==> config.mk <==
export PLATFORM = sky130hd
export DESIGN_NAME = adaptive_measurement_cadence
export DESIGN_NICKNAME = d
export VERILOG_FILES = /design/src/rtl/amc_pkg.sv /design/src/rtl/adaptive_measurement_cadence.sv
export SDC_FILE = /design/constraint.sdc
export NUM_CORES = 1
export LEC_CHECK = 0
export ABC_AREA = 1
export BUFFER_PORTS_ARGS = -buffer_cell sky130_fd_sc_hd__buf_2
export CORE_ASPECT_RATIO = 1.5
export CORE_MARGIN = 2
export CORE_UTILIZATION = 60
export DETAILED_ROUTE_END_ITERATION = 8
export PLACE_DENSITY = 0.79
export SETUP_SLACK_MARGIN = 0.15
export SYNTH_ARGS = -nofsm -noshare
export SYNTH_HDL_FRONTEND = slang
export SYNTH_SLANG_ARGS = --single-unit
==> constraint.sdc <==
create_clock -name clk -period 9 [get_ports clk]
set_input_delay 0.45 -clock clk [delete_from_list [all_inputs] [get_ports clk]]
set_output_delay 0.45 -clock clk [all_outputs]
set_load 0.02 [all_outputs]
==> src/rtl/amc_pkg.sv <==
// Package for the adaptive measurement cadence block: word types, codes and ladder table.
`timescale 1ns / 1ps
`default_nettype none
package amc_pkg;

  typedef struct packed {
    logic [13:0] glucose_tenths;
    logic        glucose_ok;
    logic [31:0] now_sec;
    logic [8:0]  heart_rate;
    logic        heart_rate_ok;
    logic [6:0]  oxygen_pct;
    logic        oxygen_ok;
    logic        ext_power;
    logic        charge_known;
    logic [6:0]  charge_pct;
  } amc_in_t;

  typedef struct packed {
    logic [11:0] interval_sec;
    logic [2:0]  ladder_step;
    logic [2:0]  decision;
  } amc_out_t;

  typedef enum logic [2:0] {
    DEC_FIXED    = 3'd0,
    DEC_NO_GLU   = 3'd1,
    DEC_CRITICAL = 3'd2,
    DEC_ABNORMAL = 3'd3,
    DEC_MOVING   = 3'd4,
    DEC_VITALS   = 3'd5,
    DEC_STABLE   = 3'd6
  } amc_dec_t;

  typedef enum logic [2:0] {
    REG_FIXED_INTERVAL = 3'd0,
    REG_CRIT_LOW       = 3'd1,
    REG_CRIT_HIGH      = 3'd2,
    REG_ABN_LOW        = 3'd3,
    REG_ABN_HIGH       = 3'd4,
    REG_BATT_LOW       = 3'd5,
    REG_BATT_CRIT      = 3'd6
  } amc_reg_t;

  localparam int          RELAX_AFTER      = 2;
  localparam logic [2:0]  LADDER_SLOWEST   = 3'd4;
  localparam logic [2:0]  LADDER_LOW_FLOOR = 3'd2;
  localparam logic [2:0]  LADDER_RESET     = 3'd1;
  localparam logic [11:0] FIXED_MIN        = 12'd60;
  localparam logic [11:0] FIXED_MAX        = 12'd3600;
  localparam logic [6:0]  OXY_LOW          = 7'd92;
  localparam logic [8:0]  HR_HIGH          = 9'd100;
  localparam logic [8:0]  HR_LOW           = 9'd45;
  localparam logic [31:0] DT_MIN           = 32'd6;

  function automatic logic [11:0] ladder_value(input logic [2:0] idx);
    logic [11:0] v;
    case (idx)
      3'd0: v = 12'd300;
      3'd1: v = 12'd600;
      3'd2: v = 12'd900;
      3'd3: v = 12'd1200;
      default: v = 12'd1800;
    endcase
    return v;
  endfunction

endpackage
`default_nettype wire

==> src/rtl/adaptive_measurement_cadence.sv <==
// Adaptive measurement cadence: picks the next measurement interval from one report word.
// Pipeline: input register then result register; a word moves into the result register
// when the output is not stalled. Throughput: one word per cycle while out_stall is low;
// ladder state updates as the result loads, so the next word sees it without bubbles.
// Reset (rst_n low, synchronous): registers back to defaults, ladder step 1 (600 s),
// stable count and prior reading cleared, both pipeline stages empty.
`timescale 1ns / 1ps
`default_nettype none
module adaptive_measurement_cadence
  import amc_pkg::*;
(
  input  wire logic        clk,
  input  wire logic        rst_n,
  input  wire logic        in_valid,
  output logic             in_stall,
  input  wire amc_in_t     in_word,
  output logic             out_valid,
  input  wire logic        out_stall,
  output amc_out_t         out_word,
  input  wire logic        cfg_valid,
  output logic             cfg_ready,
  input  wire logic [2:0]  cfg_index,
  input  wire logic [13:0] cfg_data
);

  localparam logic [1:0] RelaxAfterC = 2'(RELAX_AFTER);

  logic [11:0] fixed_interval_r;
  logic [13:0] crit_low_r, crit_high_r, abn_low_r, abn_high_r;
  logic [6:0]  batt_low_r, batt_crit_r;

  logic [2:0]  ladder_r, ladder_nxt;
  logic [1:0]  stable_r, stable_nxt;
  logic        prior_ok_r, prior_ok_nxt;
  logic [13:0] prior_g_r, prior_g_nxt;
  logic [31:0] prior_t_r, prior_t_nxt;

  amc_in_t     s1_word_r;
  logic        s1_valid_r;
  amc_out_t    out_word_r, res_nxt;
  logic        out_valid_r;

  logic        adv, s1_fire;

  logic [13:0] d;
  logic [31:0] dt;
  logic [33:0] lhs, dt1, dt2, dt3;
  logic        have_rate, vit, crit, abn, moving;
  logic [1:0]  sc_inc;
  logic [11:0] fixed_clamped;
  logic [2:0]  dec;

  assign cfg_ready = 1'b1;
  assign adv       = !out_valid_r || !out_stall;
  assign s1_fire   = s1_valid_r && adv;
  assign in_stall  = s1_valid_r && !adv;
  assign out_valid = out_valid_r;
  assign out_word  = out_word_r;

  // config registers
  always_ff @(posedge clk) begin
    if (!rst_n) begin
      fixed_interval_r <= 12'd0;
      crit_low_r       <= 14'd540;
      crit_high_r      <= 14'd2500;
      abn_low_r        <= 14'd700;
      abn_high_r       <= 14'd1800;
      batt_low_r       <= 7'd20;
      batt_crit_r      <= 7'd10;
    end else if (cfg_valid && cfg_ready) begin
      case (cfg_index)
        REG_FIXED_INTERVAL: fixed_interval_r <= cfg_data[11:0];
        REG_CRIT_LOW:       crit_low_r       <= cfg_data;
        REG_CRIT_HIGH:      crit_high_r      <= cfg_data;
        REG_ABN_LOW:        abn_low_r        <= cfg_data;
        REG_ABN_HIGH:       abn_high_r       <= cfg_data;
        REG_BATT_LOW:       batt_low_r       <= cfg_data[6:0];
        REG_BATT_CRIT:      batt_crit_r      <= cfg_data[6:0];
        default: ;
      endcase
    end
  end

  // decision logic
  always_comb begin
    ladder_nxt   = ladder_r;
    stable_nxt   = stable_r;
    prior_ok_nxt = prior_ok_r;
    prior_g_nxt  = prior_g_r;
    prior_t_nxt  = prior_t_r;
    dec          = DEC_FIXED;

    d  = (s1_word_r.glucose_tenths >= prior_g_r) ? s1_word_r.glucose_tenths - prior_g_r
                                                  : prior_g_r - s1_word_r.glucose_tenths;
    dt = s1_word_r.now_sec - prior_t_r;
    have_rate = prior_ok_r && (s1_word_r.now_sec > prior_t_r) && (dt > DT_MIN);
    lhs = 34'({d, 2'b00}) + 34'({d, 1'b0});
    dt1 = 34'(dt);
    dt2 = {1'b0, dt, 1'b0};
    dt3 = dt1 + dt2;

    crit = (s1_word_r.glucose_tenths < crit_low_r) || (s1_word_r.glucose_tenths > crit_high_r)
           || (have_rate && lhs > dt3);
    abn  = (s1_word_r.glucose_tenths < abn_low_r) || (s1_word_r.glucose_tenths > abn_high_r)
           || (have_rate && lhs > dt2);
    moving = have_rate && lhs > dt1;
    vit = (s1_word_r.oxygen_ok && s1_word_r.oxygen_pct != 7'd0 &&
           s1_word_r.oxygen_pct < OXY_LOW) ||
          (s1_word_r.heart_rate_ok && s1_word_r.heart_rate != 9'd0 &&
           (s1_word_r.heart_rate > HR_HIGH || s1_word_r.heart_rate < HR_LOW));
    sc_inc = stable_r + 2'd1;

    fixed_clamped = fixed_interval_r;
    if (fixed_interval_r < FIXED_MIN) fixed_clamped = FIXED_MIN;
    if (fixed_interval_r > FIXED_MAX) fixed_clamped = FIXED_MAX;

    if (fixed_interval_r != 12'd0) begin
      res_nxt = '{interval_sec: fixed_clamped, ladder_step: ladder_r, decision: DEC_FIXED};
    end else begin
      if (!s1_word_r.glucose_ok) begin
        stable_nxt = 2'd0;
        dec        = DEC_NO_GLU;
      end else begin
        prior_ok_nxt = 1'b1;
        prior_g_nxt  = s1_word_r.glucose_tenths;
        prior_t_nxt  = s1_word_r.now_sec;
        if (crit) begin
          ladder_nxt = 3'd0;
          stable_nxt = 2'd0;
          dec        = DEC_CRITICAL;
        end else if (abn || vit && !moving) begin
          if (ladder_r != 3'd0) ladder_nxt = ladder_r - 3'd1;
          stable_nxt = 2'd0;
          dec        = abn ? DEC_ABNORMAL : DEC_VITALS;
        end else if (moving) begin
          stable_nxt = 2'd0;
          dec        = DEC_MOVING;
        end else begin
          stable_nxt = sc_inc;
          if (sc_inc >= RelaxAfterC) begin
            if (ladder_r < LADDER_SLOWEST) ladder_nxt = ladder_r + 3'd1;
            stable_nxt = 2'd0;
          end
          dec = DEC_STABLE;
        end
      end
      // battery floor
      if (!s1_word_r.ext_power && s1_word_r.charge_known) begin
        if (s1_word_r.charge_pct < batt_crit_r) begin
          ladder_nxt = LADDER_SLOWEST;
        end else if (s1_word_r.charge_pct < batt_low_r && ladder_nxt < LADDER_LOW_FLOOR) begin
          ladder_nxt = LADDER_LOW_FLOOR;
        end
      end
      res_nxt = '{interval_sec: ladder_value(ladder_nxt), ladder_step: ladder_nxt,
                  decision: dec};
    end
  end

  // pipeline control and state
  always_ff @(posedge clk) begin
    if (!rst_n) begin
      s1_valid_r  <= 1'b0;
      out_valid_r <= 1'b0;
      ladder_r    <= LADDER_RESET;
      stable_r    <= 2'd0;
      prior_ok_r  <= 1'b0;
      prior_g_r   <= 14'd0;
      prior_t_r   <= 32'd0;
    end else begin
      if (!in_stall) s1_valid_r <= in_valid;
      if (adv) out_valid_r <= s1_valid_r;
      if (s1_fire) begin
        ladder_r   <= ladder_nxt;
        stable_r   <= stable_nxt;
        prior_ok_r <= prior_ok_nxt;
        prior_g_r  <= prior_g_nxt;
        prior_t_r  <= prior_t_nxt;
      end
    end
  end

  // payload registers
  always_ff @(posedge clk) begin
    if (in_valid && !in_stall) s1_word_r <= in_word;
    if (s1_fire) out_word_r <= res_nxt;
  end

endmodule
`default_nettype wire
; ---- Word-level counts from Yosys, hierarchy flattened
; Index checks and enable logic that the tools add are counted.
; W data, S select, Z words.
[op_classes]
n_addsub = 8
n_eq_ne = 9
mux = 27
bitwise_logic = 2
n_lt_le_gt_ge = 20
reduce_logical = 46
[ops]
columns = cell, n
row1 = $mux W3, 16
row2 = $pmux W11 S4, 1
row3 = $add A32 B33 Y34, 1
row4 = $gt A17 B34 Y1, 1
row5 = $gt A17 B33 Y1, 1
row6 = $gt A17 B32 Y1, 1
row7 = $gt A32 B3 Y1 const B, 1
row8 = $gt A32 B32 Y1, 1
row9 = $sub A32 B32 Y32, 1
row10 = $gt A14 B14 Y1, 2
row11 = $lt A14 B14 Y1, 2
row12 = $sub A14 B14 Y14, 2
row13 = $mux W12, 2
row14 = $mux W18, 1
row15 = $add A16 B15 Y17, 1
row16 = $reduce_and A2 Y1, 8
row17 = $logic_and A1 B1 Y1, 15
row18 = $ge A14 B14 Y1, 1
row19 = $lt A7 B7 Y1, 2
row20 = $mux W14, 1
row21 = $eq A3 B2 Y1 const B, 4
row22 = $gt A12 B12 Y1 const B, 1
row23 = $lt A12 B6 Y1 const B, 1
row24 = $mux W2, 6
row25 = 22 further kinds, 39
[word_totals]
wordCells = 141
regBits = 228
inputBits = 96
out_inout_bits = 21

; ---- Depth between registers and ports, before layout
; Gate-level depths: netlist of run 1.
[depth]
ltp_word = 21
mapped_depth = 51

; ---- Worst setup path before layout of run 1
; No wires, ideal clock.
[synth_timing]
path_type = register -> register
start = register s1_word_r[69] in the netlist's numbering
end = register out_word_r, in the netlist out_word[3], data pin
path_slack_ns = 3.240
stages_incl_launch_ff = 45
t_required_ns = 8.746
arrival_ns = 5.505
path_buffers = 3
cell_sequence = edfxtp_1 > ha_1 > buf_2 > a21oi_2 > o21ai_1 > a221oi_2 > nand3_2 > buf_6 > clkbuf_1 > o21ai_0 > nand3_1 > a21oi_1 > xor2_1 > inv_1 > ha_1 > a21oi_1 > o21ai_0 > a21oi_1 > [9 not listed] > nand2_1 > nand2_1 > nand2_1 > nor2_1 > nand4_4 > nand2_1 > nand2_2 > nand2_1 > nand2_1 > nand2_1 > nand2_1 > nand2_1 > nand2_1 > nand2_1 > inv_1 > nand2_2 > nand2_1 > o21a_1
[synth_rtl]
columns = item, line_no
row1 = start: declaration, adaptive_measurement_cadence.sv:38  ; amc_in_t s1_word_r;
row2 = start signal: assignment, adaptive_measurement_cadence.sv:185  ; if (in_valid && !in_stall) s1_word_r <= in_word;
row3 = end signal: assignment, adaptive_measurement_cadence.sv:186  ; if (s1_fire) out_word_r <= res_nxt;
row4 = end: declaration, adaptive_measurement_cadence.sv:40  ; amc_out_t out_word_r, res_nxt;

==> metrics.cfg, run 1 <==
[floorplan]
rows = 77
die_h_um = 214
pin_count = 117
die_area_sq_mm = 0.0309
die_w_um = 144
core_sq_mm = 0.0293
initial_utilization_pct = 60.4

[synthesis]
synth.avg_cell_area_sq_um = 7.19
yosys.area_share.adder_pct = 17.7
synthArstFlopShare_pct = 0
muxShareOfSynthArea_pct = 0.0566
synth_area_sq_mm = 0.0177
ys_seq_area_share_pct = 31.0
ys_ff_latch = 228
synthFlopType = dfxtp_1
ys_types = 57
yosys_warnings = 0
synthSimpleGateAreaFrac_pct = 21.7
syn-num-nets = 2800
netlist_instances = 2457
synth_top_family_by_area = simple AND/OR/NAND/NOR gates
synth_xor_area_share_pct = 3.17
synth_edf_count = 92
synth_compound_area_share_pct = 16.0

[clock_network]
cts_tree = built
clock_sink_count = 228
cts_hold_buffers = 0
clockBufferDepth = 3
insertion_delay_ns = 0.53
cts_max_level = 1
cts_buffers = 21
cts-root-buf = clkbuf_16
clkTransAtPathRegs_ns = 0.08
cts_setup_buffers = 0
cts_resized = 0

[power_and_ir_drop]
leakage_nw = 9.56
p_comb_share_pct = 53.6
p_per_area_mw_per_mm2 = 228
power.switching_mw = 1.96
power_frac_clock_pct = 20.0
p_int_mw = 2.44
p_sw_share_pct = 44.6
irDropWorstVdd_mv = 0.172
seqPwrFrac_pct = 26.4

[placement]
hpwl_um = 39100
gp_congestion = 0.966
place_area_sq_mm = 0.0186
io_buffers = 115

[finish]
mostFrequentLayoutCells = nand2_1, inv_1, ha_1, a21oi_1, nor2_1
layout-drive-gt1-share_pct = 7.85
fillCellCount = 2707
finalNetCount = 2901
final_common_cell = nand2_1
final_core_util_pct = 65.8
layout-area-overhead-vs-synth_pct = 9.07
final_area_sq_mm = 0.0193

[drt]
avgViaCountPerCell = 5.48
drt_first_pass_iters = 5
m1WireLength_um = 17900
highest_layer = met4
wl_met2_um = 25300
route.detailed.drc = 0
wl_per_cell_um = 16.3
met3WireLength_um = 1830
via_count = 16300
ant_nets = 0
first_iter_violations = 732
routed_wl_um = 48400

[sta]
worst_pin_slew_ns = 0.864
fin_hold_ws_ns = 0.0951
final-hold-violation-count = 0
timing.final.crit_share_pct = 77.5
clock_skew_ns = 0.0183
setup_violations = 0
slew_headroom_pct = 42.2
post-route-min-period_ns = 6.98
maxSlewViolCount = 0
clock.fmax_mhz = 143
rsz0062_at_grt = no
timing.setup.tns_ns = 0

[worst_setup_path]
cp_top_family = simple AND/OR/NAND/NOR gates
critical_path_peak_fanout = 24
arrival_ns = 7.25
cp_slowest_cell = edfxtp_1
cp.buffers_inverters = 1
end_kind = flip-flop
cp.depth = 40
r2r_slack_ns = 2.02
r2r_cells = 40
cp.required_ns = 9.27
path_class = reg2reg
cp-start-kind = flip-flop
cp_common_cell = nand2_1
cpPeakStageDelay_ns = 0.52

[global_route]
grt_use_total_pct = 31.5
grt_pass1_vias = 16100
grt_max_degree = 94
grt-ovfl-total = 0
grt_pass1_wl_um = 77100
antenna_found_initial = 1

[hold_path]
hold_path_class = in2reg
hold_depth = 1

[job]
drv_cap = 0

[status]
status = finished clean

-- sequential cells by signal, summed over array words and instances (netlist names) --
name,count
s1_word_r,74
abn_high_r,14
ladder_r,3
abn_low_r,14
fixed_interval_r,12
out_valid,1
prior_t_r,32
crit_low_r,14
crit_high_r,14
batt_low_r,7
s1_valid_r,1
stable_r,2
prior_ok_r,1
out_word,18
prior_g_r,14
batt_crit_r,7
-- worst reg2reg max path: cells and delay by family, from the launching register on --
kind | cells | cell delay [ns]
AO/OA/AOI/OAI | 7 | 1.61
XOR/XNOR | 1 | 0.17
adder cells (fa/ha/maj) | 3 | 1.10
buffers and inverters | 1 | 0.08
flip-flops | 1 | 0.52
multiplexers | 1 | 0.30
AND/OR/NAND/NOR | 27 | 2.92
-- power groups by stage --
stage / clock network [mW] / logic, mW / registers [mW]
after floorplan: 0 / 1.72 / 1.19
after detailed placement: 0 / 2.32 / 1.19
after global placement: 0 / 2.26 / 1.18
final: 0.881 / 2.36 / 1.16
after CTS: 0.895 / 2.33 / 1.16
after global routing: 0.924 / 2.68 / 1.17
-- stage by stage --
step	total power, mW	worst slack (ns)	instances
floorplan	2.91	3.24	2457
global placement	3.45	2.42	2930
detailed placement	3.50	2.19	2930
CTS	4.39	2.16	2968
global route	4.77	1.38	2969
finish	4.41	2.02	2969
-- cells in the mapped netlist, types with 2 or more instances --
library cell | instances | area [sq um]
nand2_1 | 567 | 2130
xor2_1 | 33 | 289
o21ai_2 | 2 | 17.5
o221ai_1 | 2 | 17.5
clkbuf_1 | 35 | 131
nor4_1 | 4 | 25.0
nand2_2 | 15 | 93.8
and2_1 | 2 | 12.5
and3_1 | 3 | 18.8
o211ai_1 | 27 | 203
xnor2_1 | 31 | 272
nand3_1 | 93 | 465
o21ai_1 | 5 | 25.0
o21bai_1 | 11 | 82.6
nand4_1 | 28 | 175
o2111ai_1 | 4 | 35.0
a21o_1 | 10 | 75.1
a31oi_1 | 8 | 50.1
o31ai_1 | 2 | 15.0
edfxtp_1 | 92 | 2760
a21oi_4 | 2 | 32.5
inv_1 | 432 | 1620
o21a_1 | 5 | 37.5
nor2_2 | 3 | 18.8
ha_1 | 241 | 3020
nor2_1 | 180 | 676
a21oi_1 | 240 | 1200
a21boi_0 | 2 | 15.0
nand3b_1 | 5 | 37.5
nand3_2 | 3 | 30.0
nor3_1 | 16 | 80.1
a31o_2 | 2 | 17.5
fa_1 | 6 | 120
o21ai_0 | 171 | 856
dfxtp_1 | 136 | 2720
or2_2 | 2 | 12.5
a211oi_1 | 3 | 22.5
buf_2 | 5 | 25.0
a21oi_2 | 5 | 43.8
inv_2 | 7 | 26.3
-- final timing paths --
check                   to     startpoint
max           out_word[11]  s1_word_r[63]
min          s1_word_r[32]    in_word[32]
max reg2reg   out_word[11]  s1_word_r[63]
min reg2reg  prior_t_r[14]  prior_t_r[14]
-- kinds of logic after synthesis --
group | Yosys count
simple gates | 927
compound gates | 508
buf+inv | 481
fa+ha+maj | 247
flops | 228
xor+xnor | 64
other cells | 1
mux | 1
-- metal layers --
layer,vias up,global-route usage (%)
met3,179,2.93
met2,427,59.5
met4,0,19.6
li1,8235,-
met1,7442,32.5
met5,-,0
-- cell type report --
type / count / area [sq um] / share of cell area (%)
antenna: 1 / 2.50 / 0.0130
clock buffer: 27 / 599 / 3.11
clock inverter: 11 / 67.6 / 0.350
inverter: 439 / 1650 / 8.55
multi-input combinational: 1748 / 10400 / 53.8
sequential: 228 / 5490 / 28.4
tap: 395 / 494 / 2.56
timing repair buffer: 120 / 613 / 3.18
Power figures use the tool's default switching activity.
==> run 2, diff against run 1 <==
ABC_AREA = 0   (was 1)
clock period = 6.81 ns   (was 9 ns; I/O delays follow)
==> run 2 against run 1 <==
The flow now finishes with violations (setup timing). Non-clock buffer count up 289. Power up 32%. Core utilization up 11 points. Critical path depth down 4. Sequential share of layout area down 2.8 points. Synthesized cell count down 18%. Sequential power up 31%. Fmax down 3.1%. Via count up 1.8%. Highest routed layer is now met5. Combinational power up 34%. Design area up 11%.
==> metrics.cfg, run 2 <==
[finish]
finalNetCount = 2734  ; -5.8%
antennaDiodeCount = 0  ; -1
final_core_util_pct = 76.8  ; +11 points
finalNonFillerCells = 2751  ; -7.3%
largest_reg_flops = 74  ; unchanged
mostFrequentLayoutCells = nand2_1, buf_4, ha_1, a21oi_1, inv_1
final_common_cell = nand2_1
layout-drive-gt1-share_pct = 22.0  ; +14 points
regMostFlops = s1_word_r
layout-area-overhead-vs-synth_pct = 26.2

[clock_network]
cts_tree = built
clock_sink_count = 228  ; unchanged
clockBufferDepth = 3  ; unchanged
clkTransAtPathRegs_ns = 0.08  ; about the same
insertion_delay_ns = 0.52  ; about the same
cts_buffers = 20  ; -4.8%
cts-root-buf = clkbuf_16
cts_max_level = 1  ; unchanged

[synthesis]
synth_area_sq_mm = 0.0170  ; -4.1%
synth.avg_cell_area_sq_um = 8.42  ; +17%
ys_ff_latch = 228  ; unchanged
synth_top_area_cell = ha_1
syn-num-nets = 2357  ; -16%
synthFlopType = dfxtp_1
synthArstFlopShare_pct = 0  ; unchanged
ys_types = 87  ; +53%
yosys_warnings = 0  ; unchanged
yosysMostFrequentCell = nand2_1
synth_top_area_share_pct = 17.8  ; +0.73 points
netlist_instances = 2014  ; -18%
ys_top_cells_by_count = nand2_1, ha_1, a21oi_1, inv_1, dfxtp_1
synth_edf_count = 92  ; unchanged
synthTopCellsByArea = ha_1, edfxtp_1, dfxtp_1
ys_seq_area_share_pct = 32.4  ; +1.3 points

[worst_setup_path]
cpPeakStageDelay_ns = 0.41  ; -0.11 ns
r2r_slack_ns = -0.39  ; -2.41 ns
arrival_ns = 7.45  ; +0.20 ns
cp_common_cell = buf_4
cp-startpoint = s1_word_r[73]
cp.required_ns = 7.07  ; -2.20 ns
crit_end = out_word[15]
worstReg2RegEnd = out_word[15]
cp_slowest_cell = edfxtp_1
cp-start-kind = flip-flop
r2r_cells = 36  ; -10%
path_class = reg2reg
end_kind = flip-flop
critical_path_peak_fanout = 4  ; -83%
r2r-start = s1_word_r[73]

[status]
status = finished with violations
violations = setup timing

[floorplan]
rows = 75  ; -2.6%
die_area_sq_mm = 0.0296  ; -4.0%
die_h_um = 210  ; -2.0%
core_sq_mm = 0.0279  ; -4.8%
pin_count = 117  ; unchanged
initial_utilization_pct = 60.8  ; +0.47 points
die_w_um = 141  ; -2.0%

[drt]
wl_per_cell_um = 18.7  ; +15%
ant_nets = 0  ; unchanged
avgViaCountPerCell = 6.02  ; +9.8%
first_iter_violations = 1113  ; +52%
route.detailed.drc = 0  ; unchanged
routed_wl_um = 51400  ; +6.1%
drt_first_pass_iters = 9  ; +4
via_count = 16600  ; +1.8%

[global_route]
grt-ovfl-total = 0  ; unchanged
antenna_found_initial = 1  ; unchanged
grt_max_degree = 75  ; -20%
grt_use_total_pct = 33.8  ; +2.4 points
grt_pass1_vias = 16700  ; +4.0%
grt_pass1_wl_um = 81200  ; +5.4%

[power_and_ir_drop]
leakage_nw = 9.29  ; -2.8%
irDropWorstVdd_mv = 0.291  ; +70%
p_per_area_mw_per_mm2 = 271  ; +19%

[sta]
final-hold-violation-count = 0  ; unchanged
slew_headroom_pct = 15.3  ; -27 points
timing.final.crit_share_pct = 106  ; +28 points
rsz0062_at_grt = yes
post-route-min-period_ns = 7.20  ; +0.220 ns
maxSlewViolCount = 0  ; unchanged
worst_pin_slew_ns = 1.26  ; +0.399 ns
clock.fmax_mhz = 139  ; -3.1%
setup_violations = 14  ; +14
setup_ws_ns = -0.386  ; -2.41 ns
clock_skew_ns = 0.0230  ; +0.00464 ns

[hold_path]
hold_path_class = in2reg
hold_depth = 1  ; unchanged

[placement]
io_buffers = 115  ; unchanged
dp.cells = 2649  ; -9.6%
hpwl_um = 37300  ; -4.7%
dpl_worst_slack_ns = -0.543  ; -2.73 ns
gp_congestion = 0.994  ; +2.9%

[job]
drv_cap = 0  ; unchanged

==> run 2: cell types whose count changed after synthesis, moves of 24 or more <==
cell,change
o21ai_0,-94
nand3_1,-45
nand2b_1,+24
a21o_1,+37
nand2_1,-242
inv_1,-233
nor2_1,-102
==> run 2: layer usage <==
layer	track usage (%)	routed length (um)	share of wire (%)	vias up
met5	0	13	0.025	-
met4	20.9	3440	6.7	2
met3	4.70	3060	6.0	209
met2	61.5	26300	51	651
met1	36.8	18500	36	7798
li1	-	-	-	7908
==> run 2: what timing repair did <==
action / in CTS / in global routing
pin swaps: 48 / 27
hold buffers: 34 / 3
resized for setup: 64 / 43
hold endpoints to repair: 34 / 3
buffers inserted: 23 / 6
setup endpoints to repair: 19 / 19
==> run 2: area by class of cell <==
cell class,instances,area (sq um)
multi-input cells,1533,11200
fillers,1834,6470
flip-flops and latches,228,5490
repair buffers,409,2900
inverters,199,748
clock buffers,26,544
well taps,346,433
clock inverters,10,77.6
==> run 2: kinds of logic after synthesis <==
| group | Yosys count | share of synthesized area [%] |
|---|---|---|
| xor gates and xnor gates | 82 | 4.24 |
| AOI/OAI and AO/OA | 553 | 21.0 |
| muxes | 11 | 0.686 |
| buffers and inverters | 253 | 5.67 |
| other | 1 | 0.0221 |
| DFF | 228 | 32.4 |
| and+or+nand+nor | 638 | 17.5 |
| adders and majority gates | 248 | 18.6 |
==> run 2: critical path, delay by kind of cell, from the launching register on <==
family          cells  cell delay (ns)
buf+inv             8             1.18
simple gates        6             0.99
fa+ha+maj           3             0.89
compound gates     18             3.39
xor+xnor            1             0.10
flops               1             0.41
==> run 2: power breakdown <==
group | internal, mW | switching (mW)
clock | 0.606 | 0.512
sequential | 1.49 | 0.0338
combinational | 1.46 | 1.70
==> run 2: metrics by stage <==
stage	power (mW)	setup TNS [ns]	hold WS, ns	cell area (sq um)
after detailed placement	4.28	-6.77	0.443	19600
final	5.80	-4.07	0.0108	21400
after global placement	4.20	-3.44	0.439	19600
after floorplan	3.30	-0.560	0.427	17100
after CTS	5.56	-1.84	0.0000804	21100
after global routing	6.14	-9.23	0.00282	21400
==> run 2: worst min-delay path by stage <==
stage / startpoint / endpoint / slack (ns)
6_report: in_word[70] / s1_word_r[70] / 0.01
3_3_place_gp: abn_low_r[0] / abn_low_r[0] / 0.44
3_5_place_dp: abn_low_r[0] / abn_low_r[0] / 0.44
2_1_floorplan: stable_r[1] / stable_r[1] / 0.43
4_1_cts: in_word[60] / s1_word_r[60] / 0.00008
5_1_grt: in_word[14] / s1_word_r[14] / 0.003
